### src/sv/gnar_pkg.sv
// shared types and constants for the gamepad navigation auto-repeat block
`default_nettype none
package gnar_pkg;

  localparam int GNAR_TIME_BITS = 32;
  localparam int CFG_IDX_W      = 2;
  localparam int CFG_DATA_W     = 16;

  // register indexes
  localparam logic [CFG_IDX_W-1:0] REG_STICK_DEADZONE    = 2'd0;
  localparam logic [CFG_IDX_W-1:0] REG_TRIGGER_THRESHOLD = 2'd1;
  localparam logic [CFG_IDX_W-1:0] REG_INITIAL_DELAY     = 2'd2;
  localparam logic [CFG_IDX_W-1:0] REG_REPEAT_INTERVAL   = 2'd3;

  // reset values of the registers
  localparam logic [14:0] DEADZONE_RST  = 15'd8000;
  localparam logic [7:0]  THRESHOLD_RST = 8'd128;
  localparam logic [15:0] DELAY_RST     = 16'd400;
  localparam logic [15:0] INTERVAL_RST  = 16'd100;

  // button word bit positions
  localparam int BTN_UP    = 0;
  localparam int BTN_DOWN  = 1;
  localparam int BTN_LEFT  = 2;
  localparam int BTN_RIGHT = 3;
  localparam int BTN_LS    = 8;
  localparam int BTN_RS    = 9;
  localparam int BTN_GUIDE = 10;
  localparam int BTN_A     = 12;
  localparam int BTN_B     = 13;
  localparam int BTN_X     = 14;
  localparam int BTN_Y     = 15;

  // direction codes
  localparam logic [1:0] DIR_UP    = 2'd0;
  localparam logic [1:0] DIR_DOWN  = 2'd1;
  localparam logic [1:0] DIR_LEFT  = 2'd2;
  localparam logic [1:0] DIR_RIGHT = 2'd3;

  typedef struct packed {
    logic [15:0]        button_word;
    logic [7:0]         left_pull;
    logic [7:0]         right_pull;
    logic signed [15:0] stick_x;
    logic signed [15:0] stick_y;
    logic [31:0]        time_ms;
  } gnar_in_t;

  typedef struct packed {
    logic       nav_fire;
    logic [1:0] nav_dir;
    logic       accept_edge;
    logic       back_edge;
    logic       context_edge;
    logic       quick_edge;
    logic       guide_edge;
    logic       section_prev_edge;
    logic       section_next_edge;
    logic       page_prev_edge;
    logic       page_fwd_edge;
    logic       any_action;
  } gnar_out_t;

  // what the decoder sees in one poll
  typedef struct packed {
    logic       active;
    logic [1:0] dir;
    logic       stick;
    logic       left_pressed;
    logic       right_pressed;
  } gnar_look_t;

  // remainder unit handshake
  typedef struct packed {
    logic busy;
    logic done;
  } gnar_rem_stat_t;

endpackage
`default_nettype wire

### src/sv/gnar_look.sv
// direction resolution and trigger threshold decode for one poll
`default_nettype none
module gnar_look
  import gnar_pkg::*;
(
  input  gnar_in_t    beat,
  input  logic [14:0] deadzone,
  input  logic [7:0]  threshold,
  output gnar_look_t  look
);

  logic [15:0] ax;
  logic [15:0] ay;
  logic        centered;

  // magnitudes, most negative value gives 32768
  assign ax = beat.stick_x[15] ? (~beat.stick_x + 16'd1) : beat.stick_x;
  assign ay = beat.stick_y[15] ? (~beat.stick_y + 16'd1) : beat.stick_y;
  assign centered = (ax < {1'b0, deadzone}) && (ay < {1'b0, deadzone});

  always_comb begin
    look.left_pressed  = beat.left_pull >= threshold;
    look.right_pressed = beat.right_pull >= threshold;
    look.active        = 1'b1;
    look.stick         = 1'b0;
    look.dir           = DIR_UP;
    if (beat.button_word[BTN_UP]) begin
      look.dir = DIR_UP;
    end else if (beat.button_word[BTN_DOWN]) begin
      look.dir = DIR_DOWN;
    end else if (beat.button_word[BTN_LEFT]) begin
      look.dir = DIR_LEFT;
    end else if (beat.button_word[BTN_RIGHT]) begin
      look.dir = DIR_RIGHT;
    end else if (centered) begin
      look.active = 1'b0;
    end else begin
      look.stick = 1'b1;
      if (ay >= ax) begin
        look.dir = (!beat.stick_y[15] && beat.stick_y != 16'sd0) ? DIR_UP : DIR_DOWN;
      end else begin
        look.dir = beat.stick_x[15] ? DIR_LEFT : DIR_RIGHT;
      end
    end
  end

endmodule
`default_nettype wire

### src/sv/gnar_rem.sv
// bit-serial restoring remainder unit, one dividend bit per cycle
`default_nettype none
module gnar_rem
  import gnar_pkg::*;
#(
  parameter int TIME_BITS = GNAR_TIME_BITS
) (
  input  logic                 clk,
  input  logic                 rst_n,
  input  logic                 start,
  input  logic [TIME_BITS-1:0] dividend,
  input  logic [15:0]          divisor,
  output gnar_rem_stat_t       stat,
  output logic [15:0]          rem
);

  localparam int CNT_W = $clog2(TIME_BITS + 1);

  logic [CNT_W-1:0]     cnt_r, cnt_nxt;
  logic                 busy_r, busy_nxt;
  logic                 done_r, done_nxt;
  logic [TIME_BITS-1:0] dvd_r, dvd_nxt;
  logic [15:0]          rem_r, rem_nxt;
  logic [16:0]          shifted;
  logic [16:0]          diff;

  assign shifted = {rem_r, dvd_r[TIME_BITS-1]};
  assign diff    = shifted - {1'b0, divisor};

  always_comb begin
    cnt_nxt  = cnt_r;
    busy_nxt = busy_r;
    done_nxt = 1'b0;
    dvd_nxt  = dvd_r;
    rem_nxt  = rem_r;
    if (start) begin
      cnt_nxt  = CNT_W'(TIME_BITS);
      busy_nxt = 1'b1;
      dvd_nxt  = dividend;
      rem_nxt  = '0;
    end else if (busy_r) begin
      // subtract and compare
      rem_nxt = (shifted >= {1'b0, divisor}) ? diff[15:0] : shifted[15:0];
      dvd_nxt = {dvd_r[TIME_BITS-2:0], 1'b0};
      cnt_nxt = cnt_r - CNT_W'(1);
      if (cnt_r == CNT_W'(1)) begin
        busy_nxt = 1'b0;
        done_nxt = 1'b1;
      end
    end
  end

  always_ff @(posedge clk) begin
    if (!rst_n) begin
      cnt_r  <= '0;
      busy_r <= 1'b0;
      done_r <= 1'b0;
    end else begin
      cnt_r  <= cnt_nxt;
      busy_r <= busy_nxt;
      done_r <= done_nxt;
    end
    dvd_r <= dvd_nxt;
    rem_r <= rem_nxt;
  end

  assign stat.busy = busy_r;
  assign stat.done = done_r;
  assign rem       = rem_r;

endmodule
`default_nettype wire

### src/sv/gamepad_navigation_auto_repeat.sv
// top level: gamepad navigation mapper with edge detect and auto-repeat
`default_nettype none
// Takes one pad poll per input beat and returns exactly one result beat per poll.
// A poll with no repeat catch-up is decoded into a pending register, then loaded
// into the output register before the next poll can be accepted. A poll whose
// repeat is due also goes through the divide state: the next fire time is set to
// now - ((now - next_fire_time) mod interval) + interval, and the remainder comes
// from a bit-serial subtract/compare unit that handles one time bit per cycle.
// in_stall is high while a poll is being worked on; a finished result waiting
// in the output register does not block the next poll from being accepted.
// Configuration writes are taken on any cycle with cfg_we high and should only
// happen while the block is idle.
module gamepad_navigation_auto_repeat
  import gnar_pkg::*;
#(
  parameter int TIME_BITS = GNAR_TIME_BITS
) (
  input  logic                  clk,
  input  logic                  rst_n,
  input  logic                  in_valid,
  output logic                  in_stall,
  input  gnar_in_t              in_beat,
  output logic                  out_valid,
  input  logic                  out_stall,
  output gnar_out_t             out_beat,
  input  logic                  cfg_we,
  input  logic [CFG_IDX_W-1:0]  cfg_index,
  input  logic [CFG_DATA_W-1:0] cfg_wdata
);

  typedef enum logic [2:0] {
    S_IDLE = 3'b001,
    S_DIV  = 3'b010,
    S_OUT  = 3'b100
  } gnar_state_t;

  gnar_state_t state_r, state_nxt;

  // configuration
  logic [14:0] deadzone_r;
  logic [7:0]  threshold_r;
  logic [15:0] delay_r;
  logic [15:0] interval_r;

  // pad history and repeat state
  logic [15:0]          last_buttons_r, last_buttons_nxt;
  logic                 last_left_r, last_left_nxt;
  logic                 last_right_r, last_right_nxt;
  logic                 repeating_r, repeating_nxt;
  logic [1:0]           held_dir_r, held_dir_nxt;
  logic                 held_stick_r, held_stick_nxt;
  logic [TIME_BITS-1:0] nft_r, nft_nxt;

  // work registers
  logic [TIME_BITS-1:0] now_r, now_nxt;
  logic [15:0]          iv_r, iv_nxt;
  gnar_out_t            pend_r, pend_nxt;
  gnar_out_t            out_r, out_nxt;
  logic                 out_valid_r, out_valid_nxt;

  logic                 in_acc;
  logic                 div_start;
  gnar_look_t           look;
  gnar_rem_stat_t       rem_stat;
  logic [15:0]          rem;
  logic [15:0]          pressed;

  // width adaptation of the 32-bit time field and the 16-bit quantities
  logic [TIME_BITS+31:0] now_wide;
  logic [TIME_BITS+15:0] delay_wide;
  logic [TIME_BITS+15:0] iv_wide;
  logic [TIME_BITS+15:0] rem_wide;
  logic [TIME_BITS-1:0]  now_in;
  logic [TIME_BITS-1:0]  dividend;

  assign now_wide   = {{TIME_BITS{1'b0}}, in_beat.time_ms};
  assign delay_wide = {{TIME_BITS{1'b0}}, delay_r};
  assign iv_wide    = {{TIME_BITS{1'b0}}, iv_r};
  assign rem_wide   = {{TIME_BITS{1'b0}}, rem};
  assign now_in     = now_wide[TIME_BITS-1:0];
  assign dividend   = now_in - nft_r;

  assign in_stall = (state_r != S_IDLE);
  assign in_acc   = in_valid && !in_stall;
  assign pressed  = in_beat.button_word & ~last_buttons_r;

  gnar_look u_look (
    .beat      (in_beat),
    .deadzone  (deadzone_r),
    .threshold (threshold_r),
    .look      (look)
  );

  gnar_rem #(
    .TIME_BITS (TIME_BITS)
  ) u_rem (
    .clk      (clk),
    .rst_n    (rst_n),
    .start    (div_start),
    .dividend (dividend),
    .divisor  (iv_r),
    .stat     (rem_stat),
    .rem      (rem)
  );

  // configuration writes
  always_ff @(posedge clk) begin
    if (!rst_n) begin
      deadzone_r  <= DEADZONE_RST;
      threshold_r <= THRESHOLD_RST;
      delay_r     <= DELAY_RST;
      interval_r  <= INTERVAL_RST;
    end else if (cfg_we) begin
      case (cfg_index)
        REG_STICK_DEADZONE:    deadzone_r  <= cfg_wdata[14:0];
        REG_TRIGGER_THRESHOLD: threshold_r <= cfg_wdata[7:0];
        REG_INITIAL_DELAY:     delay_r     <= cfg_wdata;
        REG_REPEAT_INTERVAL:   interval_r  <= cfg_wdata;
        default: ;
      endcase
    end
  end

  // sequencer
  always_comb begin
    state_nxt        = state_r;
    last_buttons_nxt = last_buttons_r;
    last_left_nxt    = last_left_r;
    last_right_nxt   = last_right_r;
    repeating_nxt    = repeating_r;
    held_dir_nxt     = held_dir_r;
    held_stick_nxt   = held_stick_r;
    nft_nxt          = nft_r;
    now_nxt          = now_r;
    iv_nxt           = iv_r;
    pend_nxt         = pend_r;
    out_nxt          = out_r;
    out_valid_nxt    = out_valid_r;
    div_start        = 1'b0;

    // output beat taken
    if (out_valid_r && !out_stall) begin
      out_valid_nxt = 1'b0;
    end

    case (state_r)
      S_IDLE: begin
        if (in_acc) begin
          now_nxt   = now_in;
          state_nxt = S_OUT;

          pend_nxt.nav_fire          = 1'b0;
          pend_nxt.nav_dir           = DIR_UP;
          pend_nxt.accept_edge       = pressed[BTN_A];
          pend_nxt.back_edge         = pressed[BTN_B];
          pend_nxt.context_edge      = pressed[BTN_X];
          pend_nxt.quick_edge        = pressed[BTN_Y];
          pend_nxt.guide_edge        = pressed[BTN_GUIDE];
          pend_nxt.section_prev_edge = pressed[BTN_LS];
          pend_nxt.section_next_edge = pressed[BTN_RS];
          pend_nxt.page_prev_edge    = look.left_pressed && !last_left_r;
          pend_nxt.page_fwd_edge     = look.right_pressed && !last_right_r;

          if (!look.active) begin
            // direction released
            repeating_nxt = 1'b0;
          end else if (!repeating_r || held_dir_r != look.dir ||
                       held_stick_r != look.stick) begin
            // new direction or new source fires at once
            pend_nxt.nav_fire = 1'b1;
            pend_nxt.nav_dir  = look.dir;
            repeating_nxt     = 1'b1;
            held_dir_nxt      = look.dir;
            held_stick_nxt    = look.stick;
            nft_nxt           = now_in + delay_wide[TIME_BITS-1:0];
          end else if (now_in >= nft_r) begin
            // repeat due, work out the catch-up in the remainder unit
            pend_nxt.nav_fire = 1'b1;
            pend_nxt.nav_dir  = look.dir;
            iv_nxt            = (interval_r == 16'd0) ? 16'd1 : interval_r;
            div_start         = 1'b1;
            state_nxt         = S_DIV;
          end

          pend_nxt.any_action = pend_nxt.nav_fire | pend_nxt.accept_edge |
                                pend_nxt.back_edge | pend_nxt.context_edge |
                                pend_nxt.quick_edge | pend_nxt.guide_edge |
                                pend_nxt.section_prev_edge |
                                pend_nxt.section_next_edge |
                                pend_nxt.page_prev_edge | pend_nxt.page_fwd_edge;

          last_buttons_nxt = in_beat.button_word;
          last_left_nxt    = look.left_pressed;
          last_right_nxt   = look.right_pressed;
        end
      end
      S_DIV: begin
        if (rem_stat.done) begin
          // next fire lands one interval past the last missed slot
          nft_nxt   = now_r - rem_wide[TIME_BITS-1:0] + iv_wide[TIME_BITS-1:0];
          state_nxt = S_OUT;
        end
      end
      S_OUT: begin
        if (!out_valid_r || !out_stall) begin
          out_nxt       = pend_r;
          out_valid_nxt = 1'b1;
          state_nxt     = S_IDLE;
        end
      end
      default: begin
        state_nxt = S_IDLE;
      end
    endcase
  end

  always_ff @(posedge clk) begin
    if (!rst_n) begin
      state_r        <= S_IDLE;
      last_buttons_r <= '0;
      last_left_r    <= 1'b0;
      last_right_r   <= 1'b0;
      repeating_r    <= 1'b0;
      held_dir_r     <= DIR_UP;
      held_stick_r   <= 1'b0;
      nft_r          <= '0;
      out_valid_r    <= 1'b0;
    end else begin
      state_r        <= state_nxt;
      last_buttons_r <= last_buttons_nxt;
      last_left_r    <= last_left_nxt;
      last_right_r   <= last_right_nxt;
      repeating_r    <= repeating_nxt;
      held_dir_r     <= held_dir_nxt;
      held_stick_r   <= held_stick_nxt;
      nft_r          <= nft_nxt;
      out_valid_r    <= out_valid_nxt;
    end
    now_r  <= now_nxt;
    iv_r   <= iv_nxt;
    pend_r <= pend_nxt;
    out_r  <= out_nxt;
  end

  assign out_valid = out_valid_r;
  assign out_beat  = out_r;

  // remainder result only arrives while the sequencer waits for it
  a_done_in_div: assert property (@(posedge clk) disable iff (!rst_n)
    rem_stat.done |-> state_r == S_DIV)
    else $error("remainder done outside divide state");

  // divide state always has the unit working or finishing
  a_div_alive: assert property (@(posedge clk) disable iff (!rst_n)
    (state_r == S_DIV) |-> (rem_stat.busy || rem_stat.done))
    else $error("divide state with idle remainder unit");

  // a catch-up accept must start the unit
  a_div_start: assert property (@(posedge clk) disable iff (!rst_n)
    (state_r == S_IDLE && state_nxt == S_DIV) |=> rem_stat.busy)
    else $error("catch-up did not start remainder unit");

  // no fire means direction reads as zero
  a_dir_zero: assert property (@(posedge clk) disable iff (!rst_n)
    (out_valid_r && !out_r.nav_fire) |-> out_r.nav_dir == DIR_UP)
    else $error("direction set without fire");

endmodule
`default_nettype wire

### config.mk
export PLATFORM = sky130hd
export DESIGN_NAME = gamepad_navigation_auto_repeat
export DESIGN_NICKNAME = d
export VERILOG_FILES = /design/src/sv/gnar_pkg.sv /design/src/sv/gnar_look.sv /design/src/sv/gnar_rem.sv /design/src/sv/gamepad_navigation_auto_repeat.sv
export SDC_FILE = /design/constraint.sdc
export NUM_CORES = 1
export LEC_CHECK = 0
export BUFFER_PORTS_ARGS = -buffer_cell sky130_fd_sc_hd__buf_2
export CAP_MARGIN = 5
export CORE_ASPECT_RATIO = 1.75
export CORE_MARGIN = 2
export CORE_UTILIZATION = 25
export CTS_CLUSTER_DIAMETER = 200
export CTS_CLUSTER_SIZE = 10
export DETAILED_ROUTE_END_ITERATION = 8
export GPL_TIMING_DRIVEN = 0
export SLEW_MARGIN = 10
export SYNTH_ARGS = -nofsm -noshare
export SYNTH_HDL_FRONTEND = slang
export SYNTH_HIERARCHICAL = 1
export SYNTH_SLANG_ARGS = --single-unit
### constraint.sdc
create_clock -name clk -period 7.2 [get_ports clk]
set_input_delay 0.36 -clock clk [delete_from_list [all_inputs] [get_ports clk]]
set_output_delay 0.36 -clock clk [all_outputs]
set_load 0.1 [all_outputs]
-- Word level (Yosys, flattened, before mapping)
Index checks and enable logic that the tools add are counted.
- bits of input ports: 119
- flip-flop bits (word level): 243
- muxes and demuxes: 55
- equality and inequality tests: 16
- bitwise logic cells: 16
- order comparisons: 7
- $add $sub $neg: 8
- reduce and logical (&&, ||, !) cells: 34
- operators with widths (kind ; count):
    32-bit 2-to-1 mux ; 6
    32-bit by 16-bit adder with 32-bit output ; 2
    32-bit case mux with 2 select lines ; 1
    16-bit 2-to-1 mux ; 3
    16-bit inverter ; 3
    3-bit 2-to-1 mux ; 12
    16-bit by 1-bit adder with 16-bit output (second input constant) ; 2
    32-bit greater-or-equal comparator ; 1
    16-bit by 15-bit less-than comparator with 1-bit output ; 2
    32-bit by 16-bit subtractor with 32-bit output ; 1
    32-bit subtractor ; 1
    1-bit 2-to-1 mux ; 25
    17-bit by 16-bit greater-or-equal comparator with 1-bit output ; 1
    16-bit bitwise AND ; 1
    16-bit greater-or-equal comparator ; 1
    8-bit greater-or-equal comparator ; 2
    16-bit zero test ; 1
    16-bit nonzero test ; 1
    16-bit subtractor ; 1
    6-bit 2-to-1 mux ; 2
    2-bit AND reduction ; 6
    2-bit 2-to-1 mux ; 5
    5-bit AND reduction ; 2
    1-bit bitwise OR ; 9
    23 further kinds ; 45

-- Longest topological paths before layout
Gate-level depths: netlist of run 1.
- depth in word-level cells: 26
- mapped depth: 25
- mapped depth without buffers: 24

-- Hierarchy
The synthesis of run 1 kept the hierarchy.
- modules (own cells, without submodules) (module ; seq. area each (µm²) ; area each (µm²) ; cells an instance ; times used):
    gamepad_navigation_auto_repeat ; 4304.1 ; 11557.3 ; 1336 ; 1
    gnar_rem ; 1441.4 ; 3383.2 ; 329 ; 1
    gnar_look ; 0.0 ; 2063.2 ; 290 ; 1

-- Least setup slack after synthesis of run 1
No wires, ideal clock.
- kind: input to register
- start: input in_beat[49] (netlist bit)
- end: register u_rem.dvd_r[24] (data pin)
- data required time: 6.940 ns
- library setup time: 0.260 ns
- path buffers: 2
- arrival: 4.983 ns
- stages: 17
- path slack: 1.957 ns
- cell sequence: or3_4 -> or3_4 -> o31a_1 -> nand2b_1 -> xnor2_1 -> ha_1 -> nand4_1 -> a2111oi_0 -> o32a_1 -> nor3_1 -> a2111oi_2 -> xnor2_1 -> and4_1 -> and4_1 -> buf_1 -> clkbuf_1 -> mux2_2
- RTL lines (item ; RTL line ; text):
    start: declaration ; gamepad_navigation_auto_repeat.sv:22 ; input gnar_in_t in_beat,
    end signal: assignment ; gnar_rem.sv:63 ; dvd_r <= dvd_nxt;
    end: declaration ; gnar_rem.sv:22 ; logic [TIME_BITS-1:0] dvd_r, dvd_nxt;

==> results of run 1 <==
==> flip-flops by register name, indices dropped and copies added (netlist names), 7 cells and up <==
| register | count |
|---|---|
| u_rem/rem | 16 |
| threshold_r | 8 |
| now_r | 32 |
| deadzone_r | 15 |
| iv_r | 16 |
| interval_r | 16 |
| delay_r | 16 |
| nft_r | 32 |
| out_beat | 13 |
| pend_r | 13 |
| last_buttons_r | 7 |
| u_rem/dvd_r | 32 |
==> final cells by class <==
| cell class | instances | area share |
|---|---|---|
| Clock buffer | 44 | 0.0378 |
| Antenna cell | 6 | 0.000768 |
| Clock inverter | 1 | 0.000448 |
| Inverter | 205 | 0.0394 |
| Multi-Input combinational cell | 1441 | 0.517 |
| Sequential cell | 234 | 0.294 |
| Tap cell | 896 | 0.0574 |
| Buffer | 74 | 0.0191 |
| Timing Repair Buffer | 129 | 0.0338 |
==> metal layers <==
layer / global-route usage / wire length [um] / vias to the layer above
met5: 0 / 72 / -
met4: 0.0739 / 2760 / 14
met3: 0.0228 / 2430 / 145
met2: 0.291 / 28000 / 420
met1: 0.151 / 19700 / 7088
li1: - / - / 7235
==> how the worst min path moves through the flow <==
stage | slack [ns] | from | depth (start not counted) | to
floorplan | 0.40 | pend_r[0] | 0 | out_beat[0]
global route | 0.04 | in_beat[31] | 1 | now_r[31]
finish | 0.05 | in_beat[31] | 1 | now_r[31]
CTS | 0.03 | in_beat[31] | 1 | now_r[31]
detailed placement | 0.40 | pend_r[0] | 0 | out_beat[0]
global placement | 0.40 | pend_r[5] | 0 | out_beat[5]
==> stage by stage <==
step                area [um^2]  hold WS [ns]  total power, mW   util
floorplan                 17000         0.400             2.96      -
global placement          18800         0.403             3.46  0.279
detailed placement        18800         0.405             3.47  0.279
CTS                       19500        0.0280             4.73  0.290
global route              19500        0.0429             4.99  0.290
finish                    19500        0.0512             4.70  0.290
==> cells in the final DEF (no fill, tap or decap), drive strengths merged, types with 29 or more instances in the layout <==
cell,count
dfxtp,128
o21ai,88
buf,143
ha,160
nand3,49
nand2,230
mux2,32
nor2,120
a21o,48
clkbuf,103
xor2,43
edfxtp,106
nor2b,34
a211oi,29
nor3,33
xnor2,75
a21oi,170
inv,204
==> where the power goes <==
part	leakage, nW	switching (mW)	internal (mW)	total, mW
sequential	2.01	0.0959	1.50	1.60
clock	0.357	0.546	0.693	1.24
combinational	5.70	1.11	0.753	1.87
total	8.07	1.76	2.95	4.70
==> critical path, cell delays in order <==
cell and delay (ns):
buf_2 0.11, or4_1 0.55, nor2_1 0.26, nand2_1 0.17, o41ai_1 0.34, xnor2_1 0.17, ha_1 0.32, nand4_1 0.19
a2111oi_1 1.01, o32a_1 0.24, nor3_1 0.06, a2111oi_2 0.58, xnor2_1 0.20, and4_1 0.25, and4_1 0.45, buf_1 0.73
clkbuf_1 0.72, mux2_2 0.42
==> Implementation_results.wiki, run 1 <==
{| class="wikitable"
! Metric !! Value
|-
| Root buf cell || clkbuf_16
|-
| Required time of the worst setup path || 7.49 ns
|-
| Crit path to || u_rem/dvd_r[25]
|-
| Instance count of the mapped netlist || between 1.5k and 2k
|-
| Crit path max fanout || 10
|-
| Weighted congestion at the end of routability-driven global placement || 0.893
|-
| Post-placement cell count || ~3.0k
|-
| Sum of negative setup slack || 0 ns
|-
| Final setup violating endpoints || 0
|-
| Worst Setup SP || in_beat[37]
|-
| Global-route total usage across every layer || 0.149
|-
| Signed area change from the synthesized netlist to the final layout || 15.0%
|-
| Max Clk Rate || ~150 MHz
|-
| Count of port buffers added during placement || around 130
|-
| Maximum number of pins on one net before global-route repair || 33
|-
| Count of hold-fix buffers inserted at cts || 0
|-
| Initial core utilization || 0.252
|-
| Clk Latency, worst-skew pair || between 0.5 and 0.6 ns
|-
| Antenna violations before repair || 18
|-
| Post-DRT Antenna Nets || 0
|-
| Setup repair after global routing missed its margin || no
|-
| Share of cells above drive strength 1 || 0.115
|-
| Post-Syn Area per Cell || 8.70 um^2
|-
| Area of the multi-input gates || between 10000 and 15000 um^2
|-
| Setup Slack @ Placement || -0.215 ns
|-
| Crit path setup slack, layout || 0.358 ns
|-
| Warnings, synthesis || 6
|-
| Count of placed standard cells in the final layout, fillers left out || between 3k and 4k
|-
| Global-route wire length before repair || ~82000 um
|-
| DRC violations left || 0
|-
| Relative slew slack || 0.267
|-
| Post-detailed-placement half-perimeter wirelength || around 43000 um
|-
| Largest clock skew in the final design || approximately 0.024 ns
|-
| Number of vias per cell || 4.92
|-
| Total standard cell area after synthesis || about 17000 um^2
|-
| Clock buffer depth || 3
|-
| Vertical die dimension || ~350 um
|-
| Congestion Overflow GR || 0
|-
| Number of nets at the end of the flow || 2410
|-
| Setup repair bufs after CTS || 0
|-
| Number of placement rows || about 130
|-
| Shortest clock period the worst path allows after layout || between 6 and 7 ns
|-
| Worst reg2reg startpoint || deadzone_r[1]
|-
| Slew at the pin with the worst max-slew slack || approximately 1.1 ns
|-
| Sinks on the clock net || ~230
|-
| Clock tree from TritonCTS || yes
|-
| Router iterations before antenna repair || 5
|-
| Die width || just over 200 um
|-
| Power density over the cells || approximately 240 nW/um^2
|-
| Fillcell total || 7252
|-
| Type of the tightest min-delay check || input pin to flip-flop
|-
| Synth Net Count || 2252
|-
| Die Outline Area || around 70000 um^2
|-
| VDD IR max || approximately 0.18 mV
|-
| Data arrival, critical path || 7.13 ns
|-
| Vias || ~15k
|-
| H-tree depth reported by CTS || 1
|-
| Number of instances resized during post-cts repair || 0
|-
| Clock slew at the register clock pins of the worst setup and hold paths || 0.06 ns
|-
| Routed wirelength normalized by instance count || 17.5 um
|-
| Sequential cell area in the final layout || between 5000 and 6000 um^2
|-
| MaxCap Viol Count || 0
|-
| Hold Violations, Final || 0
|-
| Boundary pin count || around 130
|-
| Classification of the worst setup path || input pin to flip-flop
|-
| R2R Setup Slk || around 1.7 ns
|-
| Max-slew violation count || 0
|-
| Critical Path End Type || flip-flop
|-
| Result of the run || completed
|-
| R2r worst-path depth || 14
|-
| Final worst path period share || 0.950
|-
| Standard cell core area || 67300 um^2
|-
| Number of DRC markers in iteration 0 || roughly 840
|-
| Number of clock buffers inserted by TritonCTS || 27
|-
| Aggregate routed wire length || between 50000 and 60000 um
|-
| R2R Path End || u_rem/dvd_r[25]
|-
| Kind of launch point of the worst setup path || input pin
|-
| Number of global-route vias before repair || between 15k and 20k
|-
| Static Leak || just over 8 nW
|}
Note: power is estimated with default switching activity, not from simulation.
==> inputs of run 2 (changes only) <==
--- a/config.mk
+++ b/config.mk
@@ -7,6 +7,8 @@
 export LEC_CHECK = 0
 export BUFFER_PORTS_ARGS = -buffer_cell sky130_fd_sc_hd__buf_2
 export CAP_MARGIN = 5
+export CELL_PAD_IN_SITES_DETAIL_PLACEMENT = 1
+export CELL_PAD_IN_SITES_GLOBAL_PLACEMENT = 2
 export CORE_ASPECT_RATIO = 1.75
 export CORE_MARGIN = 2
 export CORE_UTILIZATION = 25
@@ -14,8 +16,10 @@
 export CTS_CLUSTER_SIZE = 10
 export DETAILED_ROUTE_END_ITERATION = 8
 export GPL_TIMING_DRIVEN = 0
+export PLACE_DENSITY_LB_ADDON = 0.1
 export SLEW_MARGIN = 10
 export SYNTH_ARGS = -nofsm -noshare
 export SYNTH_HDL_FRONTEND = slang
 export SYNTH_HIERARCHICAL = 1
 export SYNTH_SLANG_ARGS = --single-unit
+export TNS_END_PERCENT = 5
==> Implementation_results.wiki, run 2 (synthesized netlist as in run 1, its figures left out) <==
{| class="wikitable"
! Metric !! Value
|-
| Signed area change from the synthesized netlist to the final layout || 15.2% (was 15.0%)
|-
| Fillcell total || 8031 (was 7252)
|-
| Most frequent standard cell in the layout excluding fill and tap cells || nand2_1 (unchanged)
|-
| Share of cells above drive strength 1 || 0.116 (was 0.115)
|-
| Static Leak || 8.10 nW (was 8.07 nW)
|-
| Number of nets at the end of the flow || 2413 (was 2410)
|-
| Sum of negative setup slack || 0 ns (unchanged)
|-
| Sequential cell area in the final layout || 5750 um^2 (unchanged)
|-
| Final setup violating endpoints || 0 (unchanged)
|-
| Vias || 14.8k (was 14.9k)
|-
| R2R Path End || u_rem/dvd_r[26] (was u_rem/dvd_r[25])
|-
| Clock tree from TritonCTS || yes (unchanged)
|-
| Crit path setup slack, layout || 0.582 ns (was 0.358 ns)
|-
| Number of placement rows || 126 (unchanged)
|-
| Number of clock buffers inserted by TritonCTS || 27 (unchanged)
|-
| Crit path max fanout || 10 (unchanged)
|-
| Data arrival, critical path || 6.93 ns (was 7.13 ns)
|-
| Root buf cell || clkbuf_16 (unchanged)
|-
| Post-placement cell count || 2981 (was 2979)
|-
| Clock slew at the register clock pins of the worst setup and hold paths || 0.06 ns (about the same)
|-
| Power density over the cells || 248 nW/um^2 (was 241 nW/um^2)
|-
| Total placed instance area || 18800 um^2 (about the same)
|-
| Kind of launch point of the worst setup path || input pin (unchanged)
|-
| Die width || 201 um (unchanged)
|-
| Die Outline Area || 70200 um^2 (unchanged)
|-
| Hold Path Stages || 3 (was 1)
|-
| Number of vias per cell || 4.90 (was 4.92)
|-
| Count of port buffers added during placement || 128 (unchanged)
|-
| Clock buffer depth || 3 (unchanged)
|-
| Antenna violations before repair || 10 (was 18)
|-
| H-tree depth reported by CTS || 1 (unchanged)
|-
| Max-slew violation count || 0 (unchanged)
|-
| Slew at the pin with the worst max-slew slack || 1.09 ns (was 1.10 ns)
|-
| Sinks on the clock net || 234 (unchanged)
|-
| Required time of the worst setup path || 7.51 ns (was 7.49 ns)
|-
| Type of the tightest min-delay check || input pin to flip-flop (unchanged)
|-
| Global-route wire length before repair || 100000 um (was 81900 um)
|-
| Result of the run || completed (unchanged)
|-
| Cell area after layout || 19600 um^2 (was 19500 um^2)
|-
| Area of the multi-input gates || 10100 um^2 (unchanged)
|-
| Regs by FF count || nft_r: 32 flops, now_r: 32 flops, u_rem/dvd_r: 32 flops (unchanged)
|-
| Congestion Overflow GR || 0 (unchanged)
|-
| Aggregate routed wire length || 66300 um (was 53000 um)
|-
| Largest clock skew in the final design || 0.0166 ns (was 0.0237 ns)
|-
| Classification of the worst setup path || input pin to flip-flop (unchanged)
|-
| Routed wirelength normalized by instance count || 21.9 um (was 17.5 um)
|-
| Shortest clock period the worst path allows after layout || 6.62 ns (was 6.84 ns)
|-
| Critical Path End Type || flip-flop (unchanged)
|-
| Relative slew slack || 0.272 (was 0.267)
|-
| R2R Setup Slk || 1.48 ns (was 1.67 ns)
|-
| Count of placed standard cells in the final layout, fillers left out || 3030 (unchanged)
|-
| Standard cell core area || 67300 um^2 (unchanged)
|-
| Max Clk Rate || 151 MHz (was 146 MHz)
|-
| DRC violations left || 0 (unchanged)
|-
| Initial core utilization || 0.252 (unchanged)
|-
| VDD IR max || 0.165 mV (was 0.179 mV)
|-
| Worst hold path startpoint || in_beat[95] (was in_beat[31])
|-
| Hold Violations, Final || 0 (unchanged)
|-
| Number of global-route vias before repair || 16.2k (was 15.1k)
|-
| Router iterations before antenna repair || 4 (was 5)
|-
| Boundary pin count || 134 (unchanged)
|-
| Post-detailed-placement half-perimeter wirelength || 54600 um (was 43300 um)
|-
| Post-Route Hold Slack || 0.0365 ns (was 0.0512 ns)
|-
| Worst reg2reg startpoint || deadzone_r[1] (unchanged)
|-
| R2r worst-path depth || 14 (unchanged)
|-
| Global-route total usage across every layer || 0.189 (was 0.149)
|-
| Sum of internal, switching and leakage power || 4.85 mW (was 4.70 mW)
|-
| Terminating pin of the worst hold path || last_buttons_r[15] (was now_r[31])
|-
| Weighted congestion at the end of routability-driven global placement || 0.818 (was 0.893)
|-
| Clk Latency, worst-skew pair || 0.58 ns (was 0.56 ns)
|-
| Setup Slack @ Placement || -0.520 ns (was -0.215 ns)
|-
| Maximum number of pins on one net before global-route repair || 33 (unchanged)
|-
| Setup repair after global routing missed its margin || no (unchanged)
|-
| Vertical die dimension || 349 um (unchanged)
|-
| Number of DRC markers in iteration 0 || 495 (was 844)
|-
| Final worst path period share || 0.919 (was 0.950)
|-
| Setup repair bufs after CTS || 0 (unchanged)
|-
| Most frequent cells in the layout || nand2_1 (230), inv_1 (203), a21oi_1 (166) (unchanged)
|-
| MaxCap Viol Count || 0 (unchanged)
|-
| Final cell utilization of the core || 0.291 (was 0.290)
|-
| Post-DRT Antenna Nets || 0 (unchanged)
|}
[run 2: cell count changes in the layout (fill, tap and decap cells not counted), sizes merged]
cell | before | now
dlygate4sd3 | 0 | 1
clkbuf | 103 | 106
diode | 6 | 1
buf | 143 | 144
[run 2: how the worst max path moves through the flow]
stage	start	to	slack, ns	cells after the start
global route	in_beat[37]	u_rem/dvd_r[25]	0.18	19
global placement	in_beat[37]	u_rem/dvd_r[25]	-1.48	18
floorplan	in_beat[49]	u_rem/dvd_r[24]	1.96	17
finish	in_beat[37]	u_rem/dvd_r[26]	0.58	19
detailed placement	in_beat[35]	u_rem/dvd_r[27]	-0.52	19
CTS	in_beat[35]	u_rem/dvd_r[26]	0.07	19
[run 2: timing repair]
action                                  CTS  global route
resized for setup                         0             2
hold buffers                              1             0
hold endpoints to repair                  1             0
endpoints found under the setup margin    0             7
[run 2: worst max-delay path, cell delays in order]
cell       delay (ns)
buf_2            0.11
or4_1            0.55
nor2_1           0.38
nand2_1          0.23
o41ai_1          0.38
xnor2_1          0.16
ha_1             0.32
nand4_1          0.25
a2111oi_1        0.43
buf_2            0.25
o32a_1           0.16
nor3_1           0.05
a2111oi_2        0.56
xnor2_1          0.20
and4_1           0.25
and4_1           0.52
clkbuf_2         0.55
clkbuf_1         0.77
mux2_2           0.41
[run 2: cell type report]
class                      count  share of cell area
sequential                   234               0.293
tap                          896              0.0572
clock buffer                  46              0.0381
clock inverter                 1            0.000447
buffer                        74              0.0191
multi-input combinational   1441               0.516
antenna                        1            0.000128
timing repair buffer         132              0.0359
inverter                     205              0.0393
[run 2: per-layer routing]
layer  vias to the layer above  track usage  part of all wire
met1                      7285        0.182              0.35
met2                       223        0.405              0.59
li1                       7228            -                 -
met4                        14       0.0549             0.029
met3                        96       0.0222             0.030
met5                         -            0            0.0013
[run 2: report_power, final]
group | switching, mW | internal, mW | leakage, nW
logic | 1.19 | 0.762 | 5.72
clock network | 0.597 | 0.697 | 0.359
registers | 0.0964 | 1.50 | 2.01
==> inputs of run 3 (changes only) <==
--- a/config.mk
+++ b/config.mk
@@ -5,6 +5,7 @@
 export SDC_FILE = /design/constraint.sdc
 export NUM_CORES = 1
 export LEC_CHECK = 0
+export ABC_AREA = 1
 export BUFFER_PORTS_ARGS = -buffer_cell sky130_fd_sc_hd__buf_2
 export CAP_MARGIN = 5
 export CELL_PAD_IN_SITES_DETAIL_PLACEMENT = 1
==> Implementation_results.wiki, run 3 <==
{| class="wikitable"
! Metric !! Value
|-
| Result of the run || completed (unchanged)
|-
| Number of vias per cell || 4.62 (was 4.90)
|-
| Kind of launch point of the worst setup path || input pin (unchanged)
|-
| Slew at the pin with the worst max-slew slack || 1.20 ns (was 1.09 ns)
|-
| Clock slew at the register clock pins of the worst setup and hold paths || 0.06 ns (about the same)
|-
| Vertical die dimension || 368 um (was 349 um)
|-
| Critical Path End Type || flip-flop (unchanged)
|-
| Aggregate routed wire length || 82600 um (was 66300 um)
|-
| Data arrival, critical path || 5.74 ns (was 6.93 ns)
|-
| Total standard cell area after synthesis || 18900 um^2 (was 17000 um^2)
|-
| Worst hold path startpoint || in_beat[31] (was in_beat[95])
|-
| Router iterations before antenna repair || 5 (was 4)
|-
| Slowest-stage cell, CP || nor4_1 (was clkbuf_1)
|-
| Post-Syn Area per Cell || 6.69 um^2 (was 8.70 um^2)
|-
| DRC violations left || 0 (unchanged)
|-
| Number of clock buffers inserted by TritonCTS || 27 (unchanged)
|-
| VDD IR max || 0.184 mV (was 0.165 mV)
|-
| Crit path setup slack, layout || 1.75 ns (was 0.582 ns)
|-
| Type of the tightest min-delay check || input pin to flip-flop (unchanged)
|-
| Weighted congestion at the end of routability-driven global placement || 0.934 (was 0.818)
|-
| Number of nets at the end of the flow || 3290 (was 2413)
|-
| Fillcell total || 9544 (was 8031)
|-
| Hold Path Stages || 1 (was 3)
|-
| Power density over the cells || 265 nW/um^2 (was 248 nW/um^2)
|-
| Most frequent cells in the layout || nand2_1 (776), inv_1 (522), nor2_1 (252) (was nand2_1 (230), inv_1 (203), a21oi_1 (166))
|-
| Setup Slack @ Placement || 0.832 ns (was -0.520 ns)
|-
| Classification of the worst setup path || input pin to flip-flop (unchanged)
|-
| Largest clock skew in the final design || 0.0277 ns (was 0.0166 ns)
|-
| Clock tree from TritonCTS || yes (unchanged)
|-
| Die width || 212 um (was 201 um)
|-
| Number of placement rows || 133 (was 126)
|-
| Most frequent standard cell in the layout excluding fill and tap cells || nand2_1 (unchanged)
|-
| Sequential cell area in the final layout || 5750 um^2 (unchanged)
|-
| Sum of negative setup slack || 0 ns (unchanged)
|-
| Synth Net Count || 3129 (was 2252)
|-
| MaxCap Viol Count || 0 (unchanged)
|-
| Number of global-route vias before repair || 20.3k (was 16.2k)
|-
| Crit path max fanout || 10 (unchanged)
|-
| Relative slew slack || 0.203 (was 0.272)
|-
| R2R Setup Slk || 2.61 ns (was 1.48 ns)
|-
| Static Leak || 10.9 nW (was 8.10 nW)
|-
| Max Clk Rate || 184 MHz (was 151 MHz)
|-
| Hold Violations, Final || 0 (unchanged)
|-
| Initial core utilization || 0.252 (about the same)
|-
| Regs by FF count || nft_r: 32 flops, now_r: 32 flops, u_rem/dvd_r: 32 flops (unchanged)
|-
| Clk Latency, worst-skew pair || 0.59 ns (was 0.58 ns)
|-
| Vias || 18.6k (was 14.8k)
|-
| Max-slew violation count || 0 (unchanged)
|-
| Maximum number of pins on one net before global-route repair || 33 (unchanged)
|-
| R2R Path End || u_rem/dvd_r[29] (was u_rem/dvd_r[26])
|-
| Standard cell core area || 75100 um^2 (was 67300 um^2)
|-
| Warnings, synthesis || 6 (unchanged)
|-
| Number of antenna repair diodes || 0 (was 1)
|-
| Count of port buffers added during placement || 128 (unchanged)
|-
| R2r worst-path depth || 20 (was 14)
|-
| Number of DRC markers in iteration 0 || 624 (was 495)
|-
| Area of the multi-input gates || 10800 um^2 (was 10100 um^2)
|-
| Number of instances resized during post-cts repair || 0 (unchanged)
|-
| Shortest clock period the worst path allows after layout || 5.45 ns (was 6.62 ns)
|-
| Setup repair after global routing missed its margin || no (unchanged)
|-
| Terminating pin of the worst hold path || now_r[31] (was last_buttons_r[15])
|-
| Global-route total usage across every layer || 0.213 (was 0.189)
|-
| Post-detailed-placement half-perimeter wirelength || 71300 um (was 54600 um)
|-
| Signed area change from the synthesized netlist to the final layout || 14.4% (was 15.2%)
|-
| Worst path most repeated cell || nand2_1
|-
| Routed wirelength normalized by instance count || 20.5 um (was 21.9 um)
|-
| Share of cells above drive strength 1 || 0.0854 (was 0.116)
|-
| Clock buffer depth || 3 (unchanged)
|-
| Root buf cell || clkbuf_16 (unchanged)
|-
| Required time of the worst setup path || 7.49 ns (was 7.51 ns)
|-
| Global-route wire length before repair || 122000 um (was 100000 um)
|-
| Final setup violating endpoints || 0 (unchanged)
|-
| Peak per-stage delay on the critical path || 0.44 ns (was 0.77 ns)
|-
| Sinks on the clock net || 234 (unchanged)
|-
| Congestion Overflow GR || 0 (unchanged)
|-
| Worst reg2reg startpoint || deadzone_r[14] (was deadzone_r[1])
|-
| Instance count of the mapped netlist || 2831 (was 1954)
|-
| Antenna violations before repair || 4 (was 10)
|-
| Final worst path period share || 0.757 (was 0.919)
|-
| Post-DRT Antenna Nets || 0 (unchanged)
|-
| H-tree depth reported by CTS || 1 (unchanged)
|-
| Die Outline Area || 78100 um^2 (was 70200 um^2)
|-
| Boundary pin count || 134 (unchanged)
|}
-- run 3: power breakdown --
group / internal [mW] / switching [mW]
registers: 1.57 / 0.119
clock network: 0.695 / 0.606
logic: 0.854 / 1.90
total: 3.12 / 2.63
-- run 3: worst max-delay path by stage --
| stage | cells after the start | from | slack [ns] | to |
|---|---|---|---|---|
| 2_1_floorplan | 31 | in_beat[49] | 2.54 | u_rem/dvd_r[0] |
| 3_3_place_gp | 32 | in_beat[48] | 0.52 | u_rem/dvd_r[25] |
| 4_1_cts | 34 | in_beat[48] | 1.42 | u_rem/dvd_r[29] |
| 3_5_place_dp | 34 | in_beat[48] | 0.83 | u_rem/dvd_r[29] |
| 6_report | 34 | in_beat[48] | 1.75 | u_rem/dvd_r[29] |
| 5_1_grt | 34 | in_beat[48] | 0.95 | u_rem/dvd_r[29] |
-- run 3: per-stage QoR --
step | instances | utilization | area (um^2) | hold WS, ns | total power [mW]
final | 4021 | 0.289 | 21700 | 0.0307 | 5.75
after global routing | 4021 | 0.289 | 21700 | 0.0402 | 6.20
after CTS | 4021 | 0.289 | 21700 | 0.00160 | 5.87
after detailed placement | 3973 | 0.278 | 20900 | 0.406 | 4.53
after global placement | 3971 | 0.278 | 20900 | 0.405 | 4.48
after floorplan | 2831 | - | 18900 | 0.400 | 3.51
-- run 3: final cells by class --
type                            count  share of cell area
Multi-Input combinational cell   1980               0.499
Tap cell                         1012              0.0584
Clock inverter                      2            0.000808
Clock buffer                       44              0.0341
Sequential cell                   234               0.265
Timing Repair Buffer              132              0.0323
Inverter                          556              0.0964
Buffer                             61              0.0137
-- run 3: timing repair --
action | CTS | global route
setup buffers | 0 | 0
hold buffers | 2 | 0
endpoints found under the hold margin | 2 | 0
-- run 3: layer usage --
metal,wire [um],global-route usage,vias to the layer above
met2,48500,0.454,239
met1,28200,0.193,8920
met5,46,0,-
met4,4390,0.102,8
li1,-,-,9281
met3,1560,0.0171,123
-- run 3: worst max-delay path: cells and delay by family --
kind	cells	cell delay [ns]
buffers and inverters	11	1.89
xor gates and xnor gates	2	0.37
and+or+nand+nor	16	2.19
AOI/OAI and AO/OA	3	0.49
adders and majority gates	2	0.43
